`config.mk`:
```
export PLATFORM = sky130hd
export DESIGN_NAME = shell_command_line_tokenizer_core
export DESIGN_NICKNAME = d
export VERILOG_FILES = /design/src/rtl/stc_pkg.sv /design/src/rtl/stc_front.sv /design/src/rtl/stc_back.sv /design/src/rtl/shell_command_line_tokenizer_core.sv
export SDC_FILE = /design/constraint.sdc
export NUM_CORES = 1
export LEC_CHECK = 0
export BUFFER_PORTS_ARGS = -buffer_cell sky130_fd_sc_hd__buf_2
export CAP_MARGIN = 5
export CELL_PAD_IN_SITES_DETAIL_PLACEMENT = 0
export CELL_PAD_IN_SITES_GLOBAL_PLACEMENT = 2
export CORE_UTILIZATION = 41
export DETAILED_ROUTE_END_ITERATION = 10
export PLACE_DENSITY_LB_ADDON = 0.1
export SYNTH_ARGS = -nofsm -noshare
export SYNTH_HDL_FRONTEND = slang
export SYNTH_SLANG_ARGS = --single-unit
```
`constraint.sdc`:
```
create_clock -name clk -period 5.1 [get_ports clk]
set_input_delay 0.51 -clock clk [delete_from_list [all_inputs] [get_ports clk]]
set_output_delay 0.51 -clock clk [all_outputs]
set_load 0.02 [all_outputs]
```
`src/rtl/stc_pkg.sv`:
```
// Shared types and constants for the command line tokenizer.
// No dependencies; used by every module of the block.
package stc_pkg;

	localparam int MAX_PIPELINES = 16;
	localparam int MAX_COMMANDS  = 16;
	localparam int MAX_ARGS      = 64;

	localparam int PIPE_W = $clog2(MAX_PIPELINES + 1);
	localparam int CMD_W  = $clog2(MAX_COMMANDS + 1);
	localparam int ARG_W  = $clog2(MAX_ARGS + 1);

	localparam int FQ_DEPTH = 4;
	localparam int FQ_AW    = $clog2(FQ_DEPTH);
	localparam int OQ_DEPTH = 2;
	localparam int OQ_AW    = $clog2(OQ_DEPTH);

	localparam logic [7:0] CH_NUL   = 8'h00;
	localparam logic [7:0] CH_TAB   = 8'h09;
	localparam logic [7:0] CH_NL    = 8'h0a;
	localparam logic [7:0] CH_CR    = 8'h0d;
	localparam logic [7:0] CH_SPACE = 8'h20;
	localparam logic [7:0] CH_AMP   = 8'h26;
	localparam logic [7:0] CH_SEMI  = 8'h3b;
	localparam logic [7:0] CH_LT    = 8'h3c;
	localparam logic [7:0] CH_GT    = 8'h3e;
	localparam logic [7:0] CH_PIPE  = 8'h7c;

	typedef enum logic [3:0] {
		ROLE_BLANK      = 4'd0,
		ROLE_WORD_START = 4'd1,
		ROLE_WORD_CONT  = 4'd2,
		ROLE_IN_NAME    = 4'd3,
		ROLE_OUT_NAME   = 4'd4,
		ROLE_APP_NAME   = 4'd5,
		ROLE_NAME_CONT  = 4'd6,
		ROLE_PIPE       = 4'd7,
		ROLE_SEMI       = 4'd8,
		ROLE_AMP        = 4'd9,
		ROLE_REDIRECT   = 4'd10,
		ROLE_IGNORED    = 4'd11,
		ROLE_LINE_END   = 4'd12
	} role_t;

	typedef enum logic [2:0] {
		ERR_NONE       = 3'd0,
		ERR_NO_IN_FILE = 3'd1,
		ERR_NO_OUT_FILE = 3'd2,
		ERR_PIPE_NO_CMD = 3'd3,
		ERR_SEMI_NO_CMD = 3'd4,
		ERR_TRAILING   = 3'd5,
		ERR_CAPACITY   = 3'd6
	} err_t;

	typedef enum logic [2:0] {
		SYM_NONE,
		SYM_AMP,
		SYM_GT,
		SYM_LT,
		SYM_PIPE,
		SYM_SEMI
	} sym_t;

	typedef struct packed {
		logic [7:0] ch;
		logic       end_of_line;
	} item_t;

	typedef struct packed {
		logic       eol;
		logic       nul;
		logic       sp_any;
		logic       brk;
		sym_t       sym;
	} class_t;

	typedef struct packed {
		logic [3:0] role;
		logic [3:0] pipeline_index;
		logic [3:0] command_index;
		logic [5:0] argument_index;
		logic       background;
		logic [2:0] error_code;
		logic [4:0] pipeline_count;
		logic       line_done;
	} result_t;

endpackage

```
`src/rtl/stc_front.sv`:
```
// Front end: accepts characters, classifies them and holds them in a short queue.
// Depends on stc_pkg.
module stc_front (
	input  logic            clk,
	input  logic            arst_n,
	input  logic            push,
	output logic            full,
	input  stc_pkg::item_t  item,
	output logic            cls_valid,
	input  logic            cls_ready,
	output stc_pkg::class_t cls
);

	stc_pkg::class_t             fq_q [stc_pkg::FQ_DEPTH];
	logic [stc_pkg::FQ_AW-1:0]   wr_ptr_q, rd_ptr_q;
	logic [stc_pkg::FQ_AW:0]     cnt_q;
	stc_pkg::class_t             cls_new;
	logic                        do_wr, do_rd;

	always_comb begin
		cls_new.eol    = item.end_of_line;
		cls_new.nul    = item.ch == stc_pkg::CH_NUL;
		cls_new.sp_any = item.ch == stc_pkg::CH_SPACE ||
			(item.ch >= stc_pkg::CH_TAB && item.ch <= stc_pkg::CH_CR);
		cls_new.brk    = item.ch == stc_pkg::CH_SPACE || item.ch == stc_pkg::CH_TAB ||
			item.ch == stc_pkg::CH_NL;
		unique case (item.ch)
			stc_pkg::CH_AMP:  cls_new.sym = stc_pkg::SYM_AMP;
			stc_pkg::CH_GT:   cls_new.sym = stc_pkg::SYM_GT;
			stc_pkg::CH_LT:   cls_new.sym = stc_pkg::SYM_LT;
			stc_pkg::CH_PIPE: cls_new.sym = stc_pkg::SYM_PIPE;
			stc_pkg::CH_SEMI: cls_new.sym = stc_pkg::SYM_SEMI;
			default:          cls_new.sym = stc_pkg::SYM_NONE;
		endcase
	end

	assign full      = cnt_q == (stc_pkg::FQ_AW+1)'(stc_pkg::FQ_DEPTH);
	assign cls_valid = cnt_q != '0;
	assign cls       = fq_q[rd_ptr_q];
	assign do_wr     = push && !full;
	assign do_rd     = cls_valid && cls_ready;

	always_ff @(posedge clk or negedge arst_n) begin
		if (!arst_n) begin
			wr_ptr_q <= '0;
			rd_ptr_q <= '0;
			cnt_q    <= '0;
		end else begin
			if (do_wr)
				wr_ptr_q <= wr_ptr_q + 1'b1;
			if (do_rd)
				rd_ptr_q <= rd_ptr_q + 1'b1;
			if (do_wr && !do_rd)
				cnt_q <= cnt_q + 1'b1;
			else if (do_rd && !do_wr)
				cnt_q <= cnt_q - 1'b1;
		end
	end

	always_ff @(posedge clk) begin
		if (do_wr)
			fq_q[wr_ptr_q] <= cls_new;
	end

endmodule

```
`src/rtl/stc_back.sv`:
```
// Back end: lexer state and index counters, with a two-word result queue.
// Depends on stc_pkg.
module stc_back (
	input  logic             clk,
	input  logic             arst_n,
	input  logic             cls_valid,
	output logic             cls_ready,
	input  stc_pkg::class_t  cls,
	output logic             empty,
	input  logic             pop,
	output stc_pkg::result_t result
);

	typedef enum logic [2:0] {
		M_BETWEEN,
		M_WORD,
		M_NAME,
		M_AFTER_GT,
		M_AWAIT
	} mode_t;

	typedef enum logic [1:0] {
		K_NONE,
		K_IN,
		K_OUT,
		K_APP
	} kind_t;

	mode_t                       mode_q;
	kind_t                       kind_q;
	logic [stc_pkg::PIPE_W-1:0]  pipe_q;
	logic [stc_pkg::CMD_W-1:0]   cmd_q;
	logic [stc_pkg::ARG_W-1:0]   arg_q;
	logic [stc_pkg::CMD_W-1:0]   ncmd_q;
	logic                        bg_q;
	stc_pkg::err_t               err_q;

	mode_t                       mode_d;
	kind_t                       kind_d;
	logic [stc_pkg::PIPE_W-1:0]  pipe_d;
	logic [stc_pkg::CMD_W-1:0]   cmd_d;
	logic [stc_pkg::ARG_W-1:0]   arg_d;
	logic [stc_pkg::CMD_W-1:0]   ncmd_d;
	logic                        bg_d;
	stc_pkg::err_t               err_d;
	stc_pkg::result_t            res_d;

	stc_pkg::result_t            oq_q [stc_pkg::OQ_DEPTH];
	logic [stc_pkg::OQ_AW-1:0]   oq_wr_q, oq_rd_q;
	logic [stc_pkg::OQ_AW:0]     oq_cnt_q;
	logic                        take, do_pop;

	always_comb begin : lex_b
		stc_pkg::role_t              role;
		logic                        done;
		logic                        delim;
		logic [stc_pkg::PIPE_W-1:0]  cnt;
		logic [stc_pkg::ARG_W-1:0]   ai;

		mode_d = mode_q;
		kind_d = kind_q;
		pipe_d = pipe_q;
		cmd_d  = cmd_q;
		arg_d  = arg_q;
		ncmd_d = ncmd_q;
		bg_d   = bg_q;
		err_d  = err_q;
		role   = stc_pkg::ROLE_IGNORED;
		done   = 1'b0;
		delim  = cls.brk || cls.sym != stc_pkg::SYM_NONE;
		cnt    = '0;
		ai     = arg_q;

		if (cls.eol) begin
			if (err_q == stc_pkg::ERR_NONE) begin
				if (mode_q == M_AFTER_GT)
					err_d = stc_pkg::ERR_NO_OUT_FILE;
				else if (mode_q == M_AWAIT)
					err_d = kind_q == K_IN ? stc_pkg::ERR_NO_IN_FILE
						: stc_pkg::ERR_NO_OUT_FILE;
				else if (ncmd_q != '0 && arg_q == '0)
					err_d = stc_pkg::ERR_TRAILING;
			end
			if (err_d == stc_pkg::ERR_NONE)
				cnt = ncmd_q != '0 ? pipe_q + 1'b1 : pipe_q;
			role = stc_pkg::ROLE_LINE_END;
		end else if (err_q == stc_pkg::ERR_NONE && !cls.nul) begin
			if (mode_d == M_AFTER_GT) begin
				mode_d = M_AWAIT;
				if (cls.sym == stc_pkg::SYM_GT) begin
					kind_d = K_APP;
					role   = stc_pkg::ROLE_REDIRECT;
					done   = 1'b1;
				end else begin
					kind_d = K_OUT;
				end
			end
			if (!done && mode_d == M_AWAIT) begin
				if (cls.sp_any) begin
					role = stc_pkg::ROLE_BLANK;
					done = 1'b1;
				end else if (!delim) begin
					role = kind_d == K_IN ? stc_pkg::ROLE_IN_NAME
						: kind_d == K_APP ? stc_pkg::ROLE_APP_NAME : stc_pkg::ROLE_OUT_NAME;
					kind_d = K_NONE;
					mode_d = M_NAME;
					done   = 1'b1;
				end else begin
					kind_d = K_NONE;
					mode_d = M_BETWEEN;
				end
			end
			if (!done && (mode_d == M_WORD || mode_d == M_NAME)) begin
				if (!delim) begin
					role = mode_d == M_NAME ? stc_pkg::ROLE_NAME_CONT : stc_pkg::ROLE_WORD_CONT;
					done = 1'b1;
				end else begin
					mode_d = M_BETWEEN;
					if (cls.brk) begin
						role = stc_pkg::ROLE_BLANK;
						done = 1'b1;
					end
				end
			end
			if (!done) begin
				if (cls.sp_any) begin
					role = stc_pkg::ROLE_BLANK;
				end else begin
					unique case (cls.sym)
						stc_pkg::SYM_AMP: begin
							bg_d = 1'b1;
							role = stc_pkg::ROLE_AMP;
						end
						stc_pkg::SYM_GT: begin
							mode_d = M_AFTER_GT;
							role   = stc_pkg::ROLE_REDIRECT;
						end
						stc_pkg::SYM_LT: begin
							kind_d = K_IN;
							mode_d = M_AWAIT;
							role   = stc_pkg::ROLE_REDIRECT;
						end
						stc_pkg::SYM_PIPE: begin
							if (arg_q == '0) begin
								err_d = stc_pkg::ERR_PIPE_NO_CMD;
							end else if (cmd_q >= stc_pkg::CMD_W'(stc_pkg::MAX_COMMANDS - 1)) begin
								err_d = stc_pkg::ERR_CAPACITY;
							end else begin
								cmd_d = cmd_q + 1'b1;
								arg_d = '0;
								role  = stc_pkg::ROLE_PIPE;
							end
						end
						stc_pkg::SYM_SEMI: begin
							if (ncmd_q == '0) begin
								err_d = stc_pkg::ERR_SEMI_NO_CMD;
							end else if (pipe_q >=
								stc_pkg::PIPE_W'(stc_pkg::MAX_PIPELINES - 1)) begin
								err_d = stc_pkg::ERR_CAPACITY;
							end else begin
								pipe_d = pipe_q + 1'b1;
								cmd_d  = '0;
								arg_d  = '0;
								ncmd_d = '0;
								bg_d   = 1'b0;
								role   = stc_pkg::ROLE_SEMI;
							end
						end
						default: begin
							if (arg_q >= stc_pkg::ARG_W'(stc_pkg::MAX_ARGS)) begin
								err_d = stc_pkg::ERR_CAPACITY;
							end else begin
								if (arg_q == '0)
									ncmd_d = ncmd_q + 1'b1;
								arg_d  = arg_q + 1'b1;
								mode_d = M_WORD;
								role   = stc_pkg::ROLE_WORD_START;
							end
						end
					endcase
				end
			end
		end

		res_d.role           = role;
		res_d.error_code     = err_d;
		res_d.pipeline_count = 5'(cnt);
		res_d.line_done      = cls.eol;
		if (cls.eol || role == stc_pkg::ROLE_PIPE || role == stc_pkg::ROLE_SEMI) begin
			res_d.pipeline_index = 4'(pipe_q);
			res_d.command_index  = 4'(cmd_q);
			res_d.argument_index = 6'(arg_q);
			res_d.background     = bg_q;
		end else begin
			if ((role == stc_pkg::ROLE_WORD_START || role == stc_pkg::ROLE_WORD_CONT) &&
				arg_d != '0)
				ai = arg_d - 1'b1;
			else
				ai = arg_d;
			res_d.pipeline_index = 4'(pipe_d);
			res_d.command_index  = 4'(cmd_d);
			res_d.argument_index = 6'(ai);
			res_d.background     = bg_d;
		end

		if (cls.eol) begin
			mode_d = M_BETWEEN;
			kind_d = K_NONE;
			pipe_d = '0;
			cmd_d  = '0;
			arg_d  = '0;
			ncmd_d = '0;
			bg_d   = 1'b0;
			err_d  = stc_pkg::ERR_NONE;
		end
	end

	assign empty     = oq_cnt_q == '0;
	assign do_pop    = pop && !empty;
	assign cls_ready = oq_cnt_q != (stc_pkg::OQ_AW+1)'(stc_pkg::OQ_DEPTH) || do_pop;
	assign take      = cls_valid && cls_ready;
	assign result    = oq_q[oq_rd_q];

	always_ff @(posedge clk or negedge arst_n) begin
		if (!arst_n) begin
			mode_q   <= M_BETWEEN;
			kind_q   <= K_NONE;
			pipe_q   <= '0;
			cmd_q    <= '0;
			arg_q    <= '0;
			ncmd_q   <= '0;
			bg_q     <= 1'b0;
			err_q    <= stc_pkg::ERR_NONE;
			oq_wr_q  <= '0;
			oq_rd_q  <= '0;
			oq_cnt_q <= '0;
		end else begin
			if (take) begin
				mode_q  <= mode_d;
				kind_q  <= kind_d;
				pipe_q  <= pipe_d;
				cmd_q   <= cmd_d;
				arg_q   <= arg_d;
				ncmd_q  <= ncmd_d;
				bg_q    <= bg_d;
				err_q   <= err_d;
				oq_wr_q <= oq_wr_q + 1'b1;
			end
			if (do_pop)
				oq_rd_q <= oq_rd_q + 1'b1;
			if (take && !do_pop)
				oq_cnt_q <= oq_cnt_q + 1'b1;
			else if (do_pop && !take)
				oq_cnt_q <= oq_cnt_q - 1'b1;
		end
	end

	always_ff @(posedge clk) begin
		if (take)
			oq_q[oq_wr_q] <= res_d;
	end

endmodule

```
`src/rtl/shell_command_line_tokenizer_core.sv`:
```
// Top level of the command line tokenizer: front classifier and back lexer.
// Depends on stc_pkg, stc_front and stc_back.
//
// Input channel: a word is one character or an end-of-line mark, offered on
// item with push; it is taken at a clock edge where push is high and full is
// low. Result channel: one result word per input word, in order, shown on
// result while empty is low and removed at an edge where pop is high.
// A word pushed into an idle block passes the front queue register, then the
// result queue register, before it shows on result, and can then be popped.
// Throughput: one word per cycle while pop keeps up, set by the back-end lexer;
// the four-word front queue and two-word result queue absorb stalls.
// When pop is held low the result queue fills, the back end stops pulling
// from the front queue, and full rises once four more words are waiting.
// Reset clears both queues and all lexer state; the end-of-line word also
// returns the lexer state to its reset values after reporting.
module shell_command_line_tokenizer_core (
	input  logic             clk,
	input  logic             arst_n,
	input  logic             push,
	output logic             full,
	input  stc_pkg::item_t   item,
	output logic             empty,
	input  logic             pop,
	output stc_pkg::result_t result
);

	logic            cls_valid;
	logic            cls_ready;
	stc_pkg::class_t cls;

	stc_front u_front (
		.clk       (clk),
		.arst_n    (arst_n),
		.push      (push),
		.full      (full),
		.item      (item),
		.cls_valid (cls_valid),
		.cls_ready (cls_ready),
		.cls       (cls)
	);

	stc_back u_back (
		.clk       (clk),
		.arst_n    (arst_n),
		.cls_valid (cls_valid),
		.cls_ready (cls_ready),
		.cls       (cls),
		.empty     (empty),
		.pop       (pop),
		.result    (result)
	);

endmodule

```
; Word level (Yosys, flattened, before mapping)
; Memory sizes are Yosys's and may differ from the RTL's.
; Cells that the tools add are included.
[word_totals]
ramBits = 84
ff_bits = 42
word_cells = 266
inputBits = 13
n_memories = 2
[mem_list]
columns = name, words, width, read_ports, rd_clocked_by_memory_dff, wr, line_no
row1 = u_back.oq_q, 2, 28, 1, 0, 1, stc_back.sv:48  ; stc_pkg::result_t oq_q [stc_pkg::OQ_DEPTH];
row2 = u_front.fq_q, 4, 7, 1, 0, 1, stc_front.sv:14  ; stc_pkg::class_t fq_q [stc_pkg::FQ_DEPTH];
[classes]
reduce_logical = 54
muxes = 139
order_cmp = 5
n_eq_ne = 37
add_sub_neg = 13
[ops]
columns = cell, count
row1 = $mux W5, 28
row2 = $mux W3, 32
row3 = $mux W7, 10
row4 = $mux W4, 17
row5 = $eq A8 B6 Y1 const B, 5
row6 = $mux W1, 28
row7 = $mux W2, 14
row8 = $pmux W7 S3, 1
row9 = $pmux W5 S2, 2
row10 = $pmux W3 S3, 2
row11 = $reduce_and A9 Y1, 2
row12 = $eq A8 B4 Y1 const B, 2
row13 = $pmux W4 S4, 1
row14 = $add A5 B1 Y5 const B, 3
row15 = $eq A3 B3 Y1 const B, 5
row16 = $mux W15, 1
row17 = $ne A3 B2 Y1 const B, 5
row18 = $pmux W3 S5, 1
row19 = $logic_and A1 B1 Y1, 13
row20 = $eq A3 B2 Y1 const B, 4
row21 = $reduce_bool A3 Y1, 4
row22 = $ge A5 B4 Y1 const B, 2
row23 = $ne A2 B1 Y1 const B, 5
row24 = $logic_or A1 B1 Y1, 9
row25 = other kinds (35), 52

; Logic depth before layout (Yosys ltp)
; Gate-level depths: netlist (run 1).
; An unclocked memory read counts as a cell.
[depth]
ltp_word = 27
ltp_mapped = 15
depth_no_buf = 15

; By module
; From an unflattened synthesis (run 1), not the netlist that was laid out.
[unflattened]
hier_cells = 625
hier_area_um2 = 6980.4
[modules_own_cells]
columns = module, cells_each, seq_area_each_um2, instances, area_each_um2
row1 = stc_back, 531, 2557.5, 1, 5375.2
row2 = stc_front, 94, 1016.0, 1, 1605.3

; Worst setup path before layout (run 1)
; No wires, ideal clock.
[synth_timing]
path_kind = register to register
from = register u_front.rd_ptr_q[0] (netlist name)
to = memory u_back.oq_q[0][14] (netlist name) (data pin)
arrival_ns = 3.478
t_required_ns = 4.838
path_stages_with_launch = 14
setup_slack_ns = 1.360
setup_ns = 0.262
period_less_slack_ns = 3.740
n_path_buf = 2
cell_sequence = dfrtp_1 -> buf_6 -> mux4_2 -> or2_0 -> buf_2 -> o41ai_4 -> nor3_4 -> a32oi_1 -> ha_1 -> o21ai_1 -> nor4b_2 -> nand2b_1 -> mux2i_1 -> mux2_4
[synth_lines]
columns = item, line_no
row1 = "start, declared", stc_front.sv:15  ; logic [stc_pkg::FQ_AW-1:0] wr_ptr_q, rd_ptr_q;
row2 = "start signal, assigned", stc_front.sv:52  ; rd_ptr_q <= rd_ptr_q + 1'b1;
row3 = "end, declared", stc_back.sv:48

==> PnR_summary.wiki, run 1 <==
{| class="wikitable"
! Metric !! Value
|-
| Outcome || completed
|-
| # rows || 47
|-
| Maximum level of the CTS H-tree || 4
|-
| Type of the tightest min-delay check || in -> async
|-
| Core area || 16600 µm²
|-
| Setup repair after global routing missed its margin || false
|-
| HPWL reported at the end of detailed placement || about 12000 µm
|-
| Maximum number of pins on one net before global-route repair || 43
|-
| Post-synthesis share of cell area spent on full adders, half adders and majority gates || 0.0317
|-
| Critical path cell sequence || mux4_2, or2_0, o41ai_4, nor3_4, nand2b_1, a32oi_1, buf_4, ha_1, o21ai_1, nor4b_2, a211oi_2, mux2_2, o21ai_1
|-
| Number of cell instances on the worst register-to-register path || 13
|-
| CP Launch Type || flop
|-
| Count of buffering cells on the critical path with inverters included || 1
|-
| Post-CTS Resized || 0
|-
| Post-synth cell types || 79
|-
| Number of warnings reported in the yosys synthesis log || 0
|-
| Layout overhead on the synthesized area || 15.1%
|-
| WP data arrival || between 4000 and 5000 ps
|-
| Top FF cell, synth || sky130_fd_sc_hd__edfxtp_1
|-
| Clock tree from TritonCTS || done
|-
| Max-capacitance violation count || 0
|-
| Number of antenna cells inserted || 0
|-
| X dimension of the die || ~130 µm
|-
| Minimum setup slack after placement || about 870 ps
|-
| GR met1 Demand/Resource || 0.274
|-
| Worst VDD drop || roughly 0.28 mV
|-
| Core Util, Final || 0.482
|-
| Main area contributors after synthesis || sky130_fd_sc_hd__edfxtp_1 36%, sky130_fd_sc_hd__dfrtp_1 15%, sky130_fd_sc_hd__mux2_2 5.3%, sky130_fd_sc_hd__o21ai_0 3.6%, sky130_fd_sc_hd__nand2_1 3.0%
|-
| Root Buffer Master || sky130_fd_sc_hd__clkbuf_16
|-
| Gate count of the mapped netlist || around 630
|-
| Post-Synthesis Cell Area || 6950 µm²
|-
| Boundary Pins || 43
|-
| Quantity of hold-fixing buffers added after cts || 0
|-
| Compound-cell area share of the yosys netlist || 0.153
|-
| Worst Setup Path Type || reg -> reg
|-
| Drt pass-1 iters || 5
|-
| Met2 track demand over resource || 0.314
|-
| Num CTS Buffers || 17
|-
| Post-CTS Setup Repair Bufs || 0
|-
| Req. time, crit path || between 5000 and 6000 ps
|-
| Critical-path top delay cell || sky130_fd_sc_hd__mux4_2
|-
| Remaining number of nets flagged by the antenna check after routing || 0
|-
| I/O Buffers || between 40 and 50
|-
| Clock edge transition at the registers on the reported setup and hold paths || 60 ps
|-
| Wire length of the first global-routing pass || ~27000 µm
|-
| Peak per-stage delay on the critical path || 720 ps
|-
| Pwr per Cell Area || ~740 nW/µm²
|-
| Global route hottest layer || met2
|-
| Total vias in the final route || between 5000 and 6000
|-
| Via count of the first global-routing pass || ~4900
|-
| Maximum root-to-sink buffer count || 2
|-
| Crit path top cell by count || sky130_fd_sc_hd__o21ai_1
|-
| Portion of synthesized cell area occupied by the leading cell type || 0.363
|-
| Count of final max-slew check failures || 0
|-
| Final worst path period need || 4290 ps
|-
| Number of antenna violations at the first check in global routing || 0
|-
| Proportion of register bits with asynchronous set or reset after synthesis || 0.333
|-
| Gp weighted congestion || around 0.91
|-
| Layout Skew || ~7.9 ps
|-
| Starting utilization of the core area || 0.419
|-
| Yosys top cell by area || sky130_fd_sc_hd__edfxtp_1
|-
| Via-to-Cell Ratio || between 5 and 6
|-
| Remaining design rule violation count || 0
|-
| Cell family contributing the most delay on the critical path || compound AO/OA/AOI/OAI gates
|-
| Met3 Resource Use GR || 0.0384
|-
| Flop and latch count out of synthesis || roughly 130
|-
| Share of the synthesized netlist area taken by xor and xnor gates || 0.0227
|-
| Global route total overflow || 0
|-
| Fin Setup TNS || 0 ps
|-
| Fraction of final layout cells sized beyond drive strength 1 || 0.220
|-
| Latest clock arrival within the worst-skew pair || 420 ps
|-
| PnR worst setup slack || approximately 810 ps
|-
| Post-synthesis mux area share || 0.0866
|-
| Number of cells in the finished layout apart from fillers || about 900
|-
| Critical Path Fanout Max || 19
|-
| Standby leakage power || 0.00305 µW
|-
| Die outline area || around 17000 µm²
|-
| Overall routing resource usage || 0.202
|-
| Number of synthesized flops with an enable pin || 84
|-
| Iter 0 DRT Violations || 403
|-
| TritonCTS Sinks || 126
|-
| Worst Hold Margin || roughly 260 ps
|-
| Worst slew margin || 0.200
|-
| Basic-gate share of the synthesized area counting and, or, nand and nor cells || 0.156
|-
| Final-layout fill cell count || roughly 1500
|-
| Largest family of logic cells by synthesized area || simple AND/OR/NAND/NOR gates
|-
| Height of the chip || ~130 µm
|-
| Net Count, Synth || roughly 660
|-
| Crit. path cell count || 13
|-
| Routed wire length per instance || around 19 µm
|-
| Period utilisation layout || 0.842
|-
| Total length of routed wires || about 17000 µm
|-
| Avg Cell Area, Syn || roughly 11 µm²
|-
| Final-stage net count || 695
|-
| Worst-Margin Slew || ~1200 ps
|-
| Post-Place Cells || about 870
|-
| Sequential fraction of the synthesis area || 0.514
|-
| FMAX || about 230 MHz
|-
| Final-report setup violation count || 0
|-
| Endpoints failing hold || 0
|-
| Type of destination of the critical path || flop
|}
==> cell usage in the layout (no fill, tap or decap), types with 6 or more instances in the layout <==
cell | synthesis | final
sky130_fd_sc_hd__nand4_1 | 6 | 6
sky130_fd_sc_hd__dfrtp_1 | 42 | 42
sky130_fd_sc_hd__nand2b_1 | 7 | 7
sky130_fd_sc_hd__mux4_2 | 6 | 6
sky130_fd_sc_hd__a31oi_1 | 8 | 8
sky130_fd_sc_hd__and2_1 | 9 | 9
sky130_fd_sc_hd__nor2_1 | 41 | 40
sky130_fd_sc_hd__nor4_1 | 6 | 6
sky130_fd_sc_hd__nand2_1 | 55 | 55
sky130_fd_sc_hd__xnor2_1 | 11 | 11
sky130_fd_sc_hd__mux2_2 | 33 | 33
sky130_fd_sc_hd__a21oi_1 | 29 | 29
sky130_fd_sc_hd__mux2i_1 | 8 | 8
sky130_fd_sc_hd__and3_1 | 6 | 6
sky130_fd_sc_hd__ha_1 | 16 | 16
sky130_fd_sc_hd__buf_2 | 3 | 42
sky130_fd_sc_hd__edfxtp_1 | 84 | 84
sky130_fd_sc_hd__inv_1 | 18 | 18
sky130_fd_sc_hd__buf_4 | 2 | 14
sky130_fd_sc_hd__xor2_1 | 7 | 7
sky130_fd_sc_hd__nor2b_1 | 8 | 8
sky130_fd_sc_hd__o21ai_1 | 8 | 8
sky130_fd_sc_hd__nand3_1 | 18 | 18
sky130_fd_sc_hd__o31ai_1 | 12 | 12
sky130_fd_sc_hd__o21ai_0 | 50 | 50
sky130_fd_sc_hd__nor3_1 | 15 | 15
sky130_fd_sc_hd__clkbuf_16 | 0 | 17
==> Yosys cell counts, types with 6 or more instances <==
library cell	instances
sky130_fd_sc_hd__o21ai_0	50
sky130_fd_sc_hd__nor4_1	6
sky130_fd_sc_hd__mux2i_1	8
sky130_fd_sc_hd__xor2_1	7
sky130_fd_sc_hd__mux4_2	6
sky130_fd_sc_hd__nand4_1	6
sky130_fd_sc_hd__ha_1	16
sky130_fd_sc_hd__dfrtp_1	42
sky130_fd_sc_hd__inv_1	18
sky130_fd_sc_hd__a31oi_1	8
sky130_fd_sc_hd__nor2_1	41
sky130_fd_sc_hd__a21oi_1	29
sky130_fd_sc_hd__nor3_1	15
sky130_fd_sc_hd__clkbuf_1	31
sky130_fd_sc_hd__mux2_2	33
sky130_fd_sc_hd__edfxtp_1	84
sky130_fd_sc_hd__and2_1	9
sky130_fd_sc_hd__and3_1	6
sky130_fd_sc_hd__nand2_1	55
sky130_fd_sc_hd__nand3_1	18
sky130_fd_sc_hd__nand2b_1	7
sky130_fd_sc_hd__o31ai_1	12
sky130_fd_sc_hd__xnor2_1	11
sky130_fd_sc_hd__o21ai_1	8
sky130_fd_sc_hd__nor2b_1	8
==> per-layer routing <==
metal  up-vias  wire length, µm  share of wire
met4         0              430          0.026
met2       142             7780           0.46
met5         -                0              0
met1      2460             7930           0.47
met3        33              694          0.041
li1       2445                -              -
==> metrics by stage <==
| step | power (µW) | cell area (µm²) |
|---|---|---|
| after floorplan | 3830 | 6950 |
| final | 5930 | 8000 |
| after global placement | 4640 | 7380 |
| after global routing | 6300 | 8000 |
| after detailed placement | 4670 | 7380 |
| after CTS | 5960 | 8000 |
==> sequential cells by signal, summed over array words and instances, names as in the netlist, 3 cells and up <==
| register | count |
|---|---|
| u_back.cmd_q | 5 |
| u_back.mode_q | 3 |
| u_back.ncmd_q | 5 |
| u_back.oq_q | 56 |
| u_front.fq_q | 28 |
| u_back.pipe_q | 5 |
| u_back.arg_q | 7 |
| u_front.cnt_q | 3 |
| u_back.err_q | 3 |
==> kinds of logic (layout without fill, tap and decap cells) <==
group | Yosys count | count (layout)
compound gates | 159 | 159
fa+ha+maj | 17 | 17
mux | 48 | 48
flops | 126 | 126
xor+xnor | 18 | 18
simple gates | 204 | 204
buf+inv | 59 | 106
==> cell type report <==
class | count | area, µm² | share of cell area
flip-flops and latches | 126 | 3570 | 0.447
multi-input cells | 446 | 3150 | 0.394
clock buffers | 17 | 425 | 0.0532
repair buffers | 56 | 315 | 0.0394
well taps | 220 | 275 | 0.0344
clock inverters | 15 | 193 | 0.0241
inverters | 18 | 67.6 | 0.00844
==> path summary, 6_finish.rpt <==
check	slack, ps	end	startpoint
max in group asynchronous	4190	u_back.ncmd_q[0]$_DFFE_PN0P_	arst_n
worst min register to register	500	u_back.kind_q[1]$_DFFE_PN0P_	u_back.kind_q[1]$_DFFE_PN0P_
worst min-delay path	260	u_back.arg_q[1]$_DFFE_PN0P_	arst_n
min in group clk	320	u_front.fq_q[3][6]$_DFFE_PP_	item[0]
worst max-delay path	810	u_back.oq_q[0][11]$_DFFE_PP_	u_front.rd_ptr_q[0]$_DFFE_PN0P_
worst max register to register	810	u_back.oq_q[0][11]$_DFFE_PP_	u_front.rd_ptr_q[0]$_DFFE_PN0P_
==> power breakdown <==
group | internal, µW | switching (µW)
logic | 1020 | 1850
clock network | 748 | 518
registers | 1560 | 228
total | 3330 | 2600
Note: power is estimated with default switching activity, not from simulation.
==> run 2, diff against run 1 <==
--- a/config.mk
+++ b/config.mk
@@ -9,7 +9,7 @@
 export CAP_MARGIN = 5
 export CELL_PAD_IN_SITES_DETAIL_PLACEMENT = 0
 export CELL_PAD_IN_SITES_GLOBAL_PLACEMENT = 2
-export CORE_UTILIZATION = 41
+export CORE_UTILIZATION = 37
 export DETAILED_ROUTE_END_ITERATION = 10
 export PLACE_DENSITY_LB_ADDON = 0.1
 export SYNTH_ARGS = -nofsm -noshare
==> constraint.sdc (replaced) <==
create_clock -name clk -period 3.6 [get_ports clk]
set_input_delay 0.36 -clock clk [delete_from_list [all_inputs] [get_ports clk]]
set_output_delay 0.36 -clock clk [all_outputs]
set_load 0.02 [all_outputs]
==> PnR_summary.wiki, run 2 (synthesis results as in run 1) <==
{| class="wikitable"
! Metric !! Value
|-
| Drt pass-1 iters || 7
|-
| Reg with most FFs || u_back.oq_q
|-
| Via-to-Cell Ratio || about 5.6
|-
| Total power after layout || roughly 10000 µW
|-
| Remaining number of nets flagged by the antenna check after routing || 0
|-
| Overall routing resource usage || 0.209
|-
| Most frequent cells in the layout || 104 x sky130_fd_sc_hd__buf_4, 84 x sky130_fd_sc_hd__edfxtp_1, 55 x sky130_fd_sc_hd__nand2_1
|-
| Maximum root-to-sink buffer count || 2
|-
| Top routing layer in use || met4
|-
| Layout Skew || between 10 and 15 ps
|-
| Clock edge transition at the registers on the reported setup and hold paths || around 60 ps
|-
| Type of the tightest min-delay check || in -> reg
|-
| Root Buffer Master || sky130_fd_sc_hd__clkbuf_16
|-
| Total length of routed wires || roughly 19000 µm
|-
| Iter 0 DRT Violations || 378
|-
| Final-report setup violation count || 0
|-
| Via count of the first global-routing pass || around 5500
|-
| Req. time, crit path || between 3000 and 4000 ps
|-
| Global route total overflow || 0
|-
| FMAX || 285 MHz
|-
| Count of final max-slew check failures || 0
|-
| Max-capacitance violation count || 0
|-
| Gp weighted congestion || about 0.94
|-
| Routed wl met3 || around 840 µm
|-
| Number of antenna cells inserted || 0
|-
| Core area || 18200 µm²
|-
| WP data arrival || around 3700 ps
|-
| Failing checks || design-rule violations
|-
| PnR worst setup slack || roughly 91 ps
|-
| Starting utilization of the core area || 0.382
|-
| Num CTS Buffers || 17
|-
| Pwr per Cell Area || between 1000 and 1500 nW/µm²
|-
| Endpoints failing hold || 0
|-
| Clock tree from TritonCTS || done
|-
| Total vias in the final route || 5557
|-
| X dimension of the die || about 140 µm
|-
| Worst VDD drop || about 0.44 mV
|-
| Critical-path top delay cell || sky130_fd_sc_hd__mux4_2
|-
| Maximum number of pins on one net before global-route repair || 33
|-
| # rows || 49
|-
| Number of antenna violations at the first check in global routing || 0
|-
| Setup repair after global routing missed its margin || true
|-
| Critical Path Fanout Max || 9
|-
| Registers with the most flip-flops || u_back.oq_q (56), u_front.fq_q (28), u_back.arg_q (7)
|-
| Boundary Pins || 43
|-
| Layout overhead on the synthesized area || 29.3%
|-
| Peak per-stage delay on the critical path || about 540 ps
|-
| TritonCTS Sinks || around 130
|-
| Worst Setup Path Type || reg -> reg
|-
| Die outline area || between 15000 and 20000 µm²
|-
| DR WL met2 || 9190 µm
|-
| Routed wire length per instance || 19.3 µm
|-
| Outcome || finished with violations
|-
| CP Launch Type || flop
|-
| Leading cell type in the layout, fill and taps excluded || sky130_fd_sc_hd__buf_4
|-
| Worst slew margin || 0.192
|-
| Height of the chip || approximately 140 µm
|-
| Minimum setup slack after placement || -296 ps
|-
| HPWL reported at the end of detailed placement || roughly 14000 µm
|-
| Crit path top cell by count || sky130_fd_sc_hd__buf_4
|-
| Standby leakage power || ~0.0036 µW
|-
| Worst-Margin Slew || ~1200 ps
|-
| Fraction of final layout cells sized beyond drive strength 1 || 0.361
|-
| Latest clock arrival within the worst-skew pair || 430 ps
|-
| Maximum level of the CTS H-tree || 4
|-
| Period utilisation layout || 0.975
|-
| Critical path cell sequence || buf_6, mux4_2, or4_4, buf_4, a221o_1, o21a_2, and4_4, or3_4, buf_4, nand2_1, o21ai_4
|-
| Wire length of the first global-routing pass || around 30000 µm
|-
| Remaining design rule violation count || 5
|-
| Met1 wire length || ~9000 µm
|-
| I/O Buffers || between 40 and 50
|-
| Final worst path period need || 3510 ps
|-
| Type of destination of the critical path || flop
|-
| Max reg flops || 56
|-
| Final-layout fill cell count || 1619
|-
| Final-stage net count || about 790
|}
[run 2: cell count changes in the layout (fill, tap and decap cells not counted), moves of 3 or more]
cell and change:
sky130_fd_sc_hd__buf_4 +90, sky130_fd_sc_hd__o21ai_2 +4, sky130_fd_sc_hd__a21oi_2 +3, sky130_fd_sc_hd__nor3_2 +5
sky130_fd_sc_hd__o21ai_1 -4, sky130_fd_sc_hd__inv_8 -4, sky130_fd_sc_hd__nor3_1 -5, sky130_fd_sc_hd__a21oi_1 -3
[run 2: worst paths after layout]
kind,start,end,slack (ps),cells after the start
setup / recovery,u_front.rd_ptr_q[0]$_DFFE_PN0P_,u_back.oq_q[0][15]$_DFFE_PP_,90,11
min in group asynchronous,arst_n,u_back.mode_q[0]$_DFFE_PN0P_,360,2
hold reg to reg,u_back.kind_q[1]$_DFFE_PN0P_,u_back.kind_q[1]$_DFFE_PN0P_,490,2
hold / removal,item[0],u_front.fq_q[2][6]$_DFFE_PP_,170,1
max in group asynchronous,arst_n,u_back.arg_q[6]$_DFFE_PN0P_,2440,3
setup reg to reg,u_front.rd_ptr_q[0]$_DFFE_PN0P_,u_back.oq_q[0][15]$_DFFE_PP_,90,11
[run 2: timing repair]
action / 4_1_cts / 5_1_grt
hold buffers: 1 / 0
setup buffers: 3 / 2
gates cloned: 0 / 0
endpoints found under the setup margin: 15 / 18
pin swaps: 5 / 6
gates resized for setup: 16 / 34
endpoints found under the hold margin: 10 / 0
[run 2: layout make-up]
| type | count | area, µm² | share of cell area |
|---|---|---|---|
| flip-flops and latches | 126 | 3570 | 0.398 |
| clock inverters | 14 | 181 | 0.0202 |
| inverters | 18 | 67.6 | 0.00752 |
| repair buffers | 150 | 1040 | 0.116 |
| multi-input cells | 446 | 3400 | 0.379 |
| clock buffers | 18 | 429 | 0.0478 |
| well taps | 229 | 287 | 0.0319 |
[run 2: power breakdown]
group | switching, µW | internal, µW
combinational | 3160 | 2360
sequential | 301 | 2210
clock | 679 | 1100
[run 2: per-layer routing]
metal  GRT usage  up-vias
li1            -     2633
met1       0.275     2739
met2       0.337      149
met3      0.0477       36
met4      0.0766        0
met5           0        -
[run 2: worst max-delay path, delay by kind of cell, from the launching register on]
kind	cells	cell delay (ps)
buffers and inverters	3	500
AO/OA/AOI/OAI	3	560
flip-flops	1	450
multiplexers	1	540
AND/OR/NAND/NOR	4	1210
[run 2: metrics by stage]
stage	setup TNS (ps)	hold slack [ps]	util	cells	instance area (µm²)
after floorplan	-40.2	64.4	-	631	6980
after global placement	-2090	291	0.445	963	8100
after detailed placement	-2130	290	0.445	963	8100
after CTS	-80.5	156	0.484	999	8800
after global routing	-341	161	0.494	1001	8990
final	0	173	0.494	1001	8990
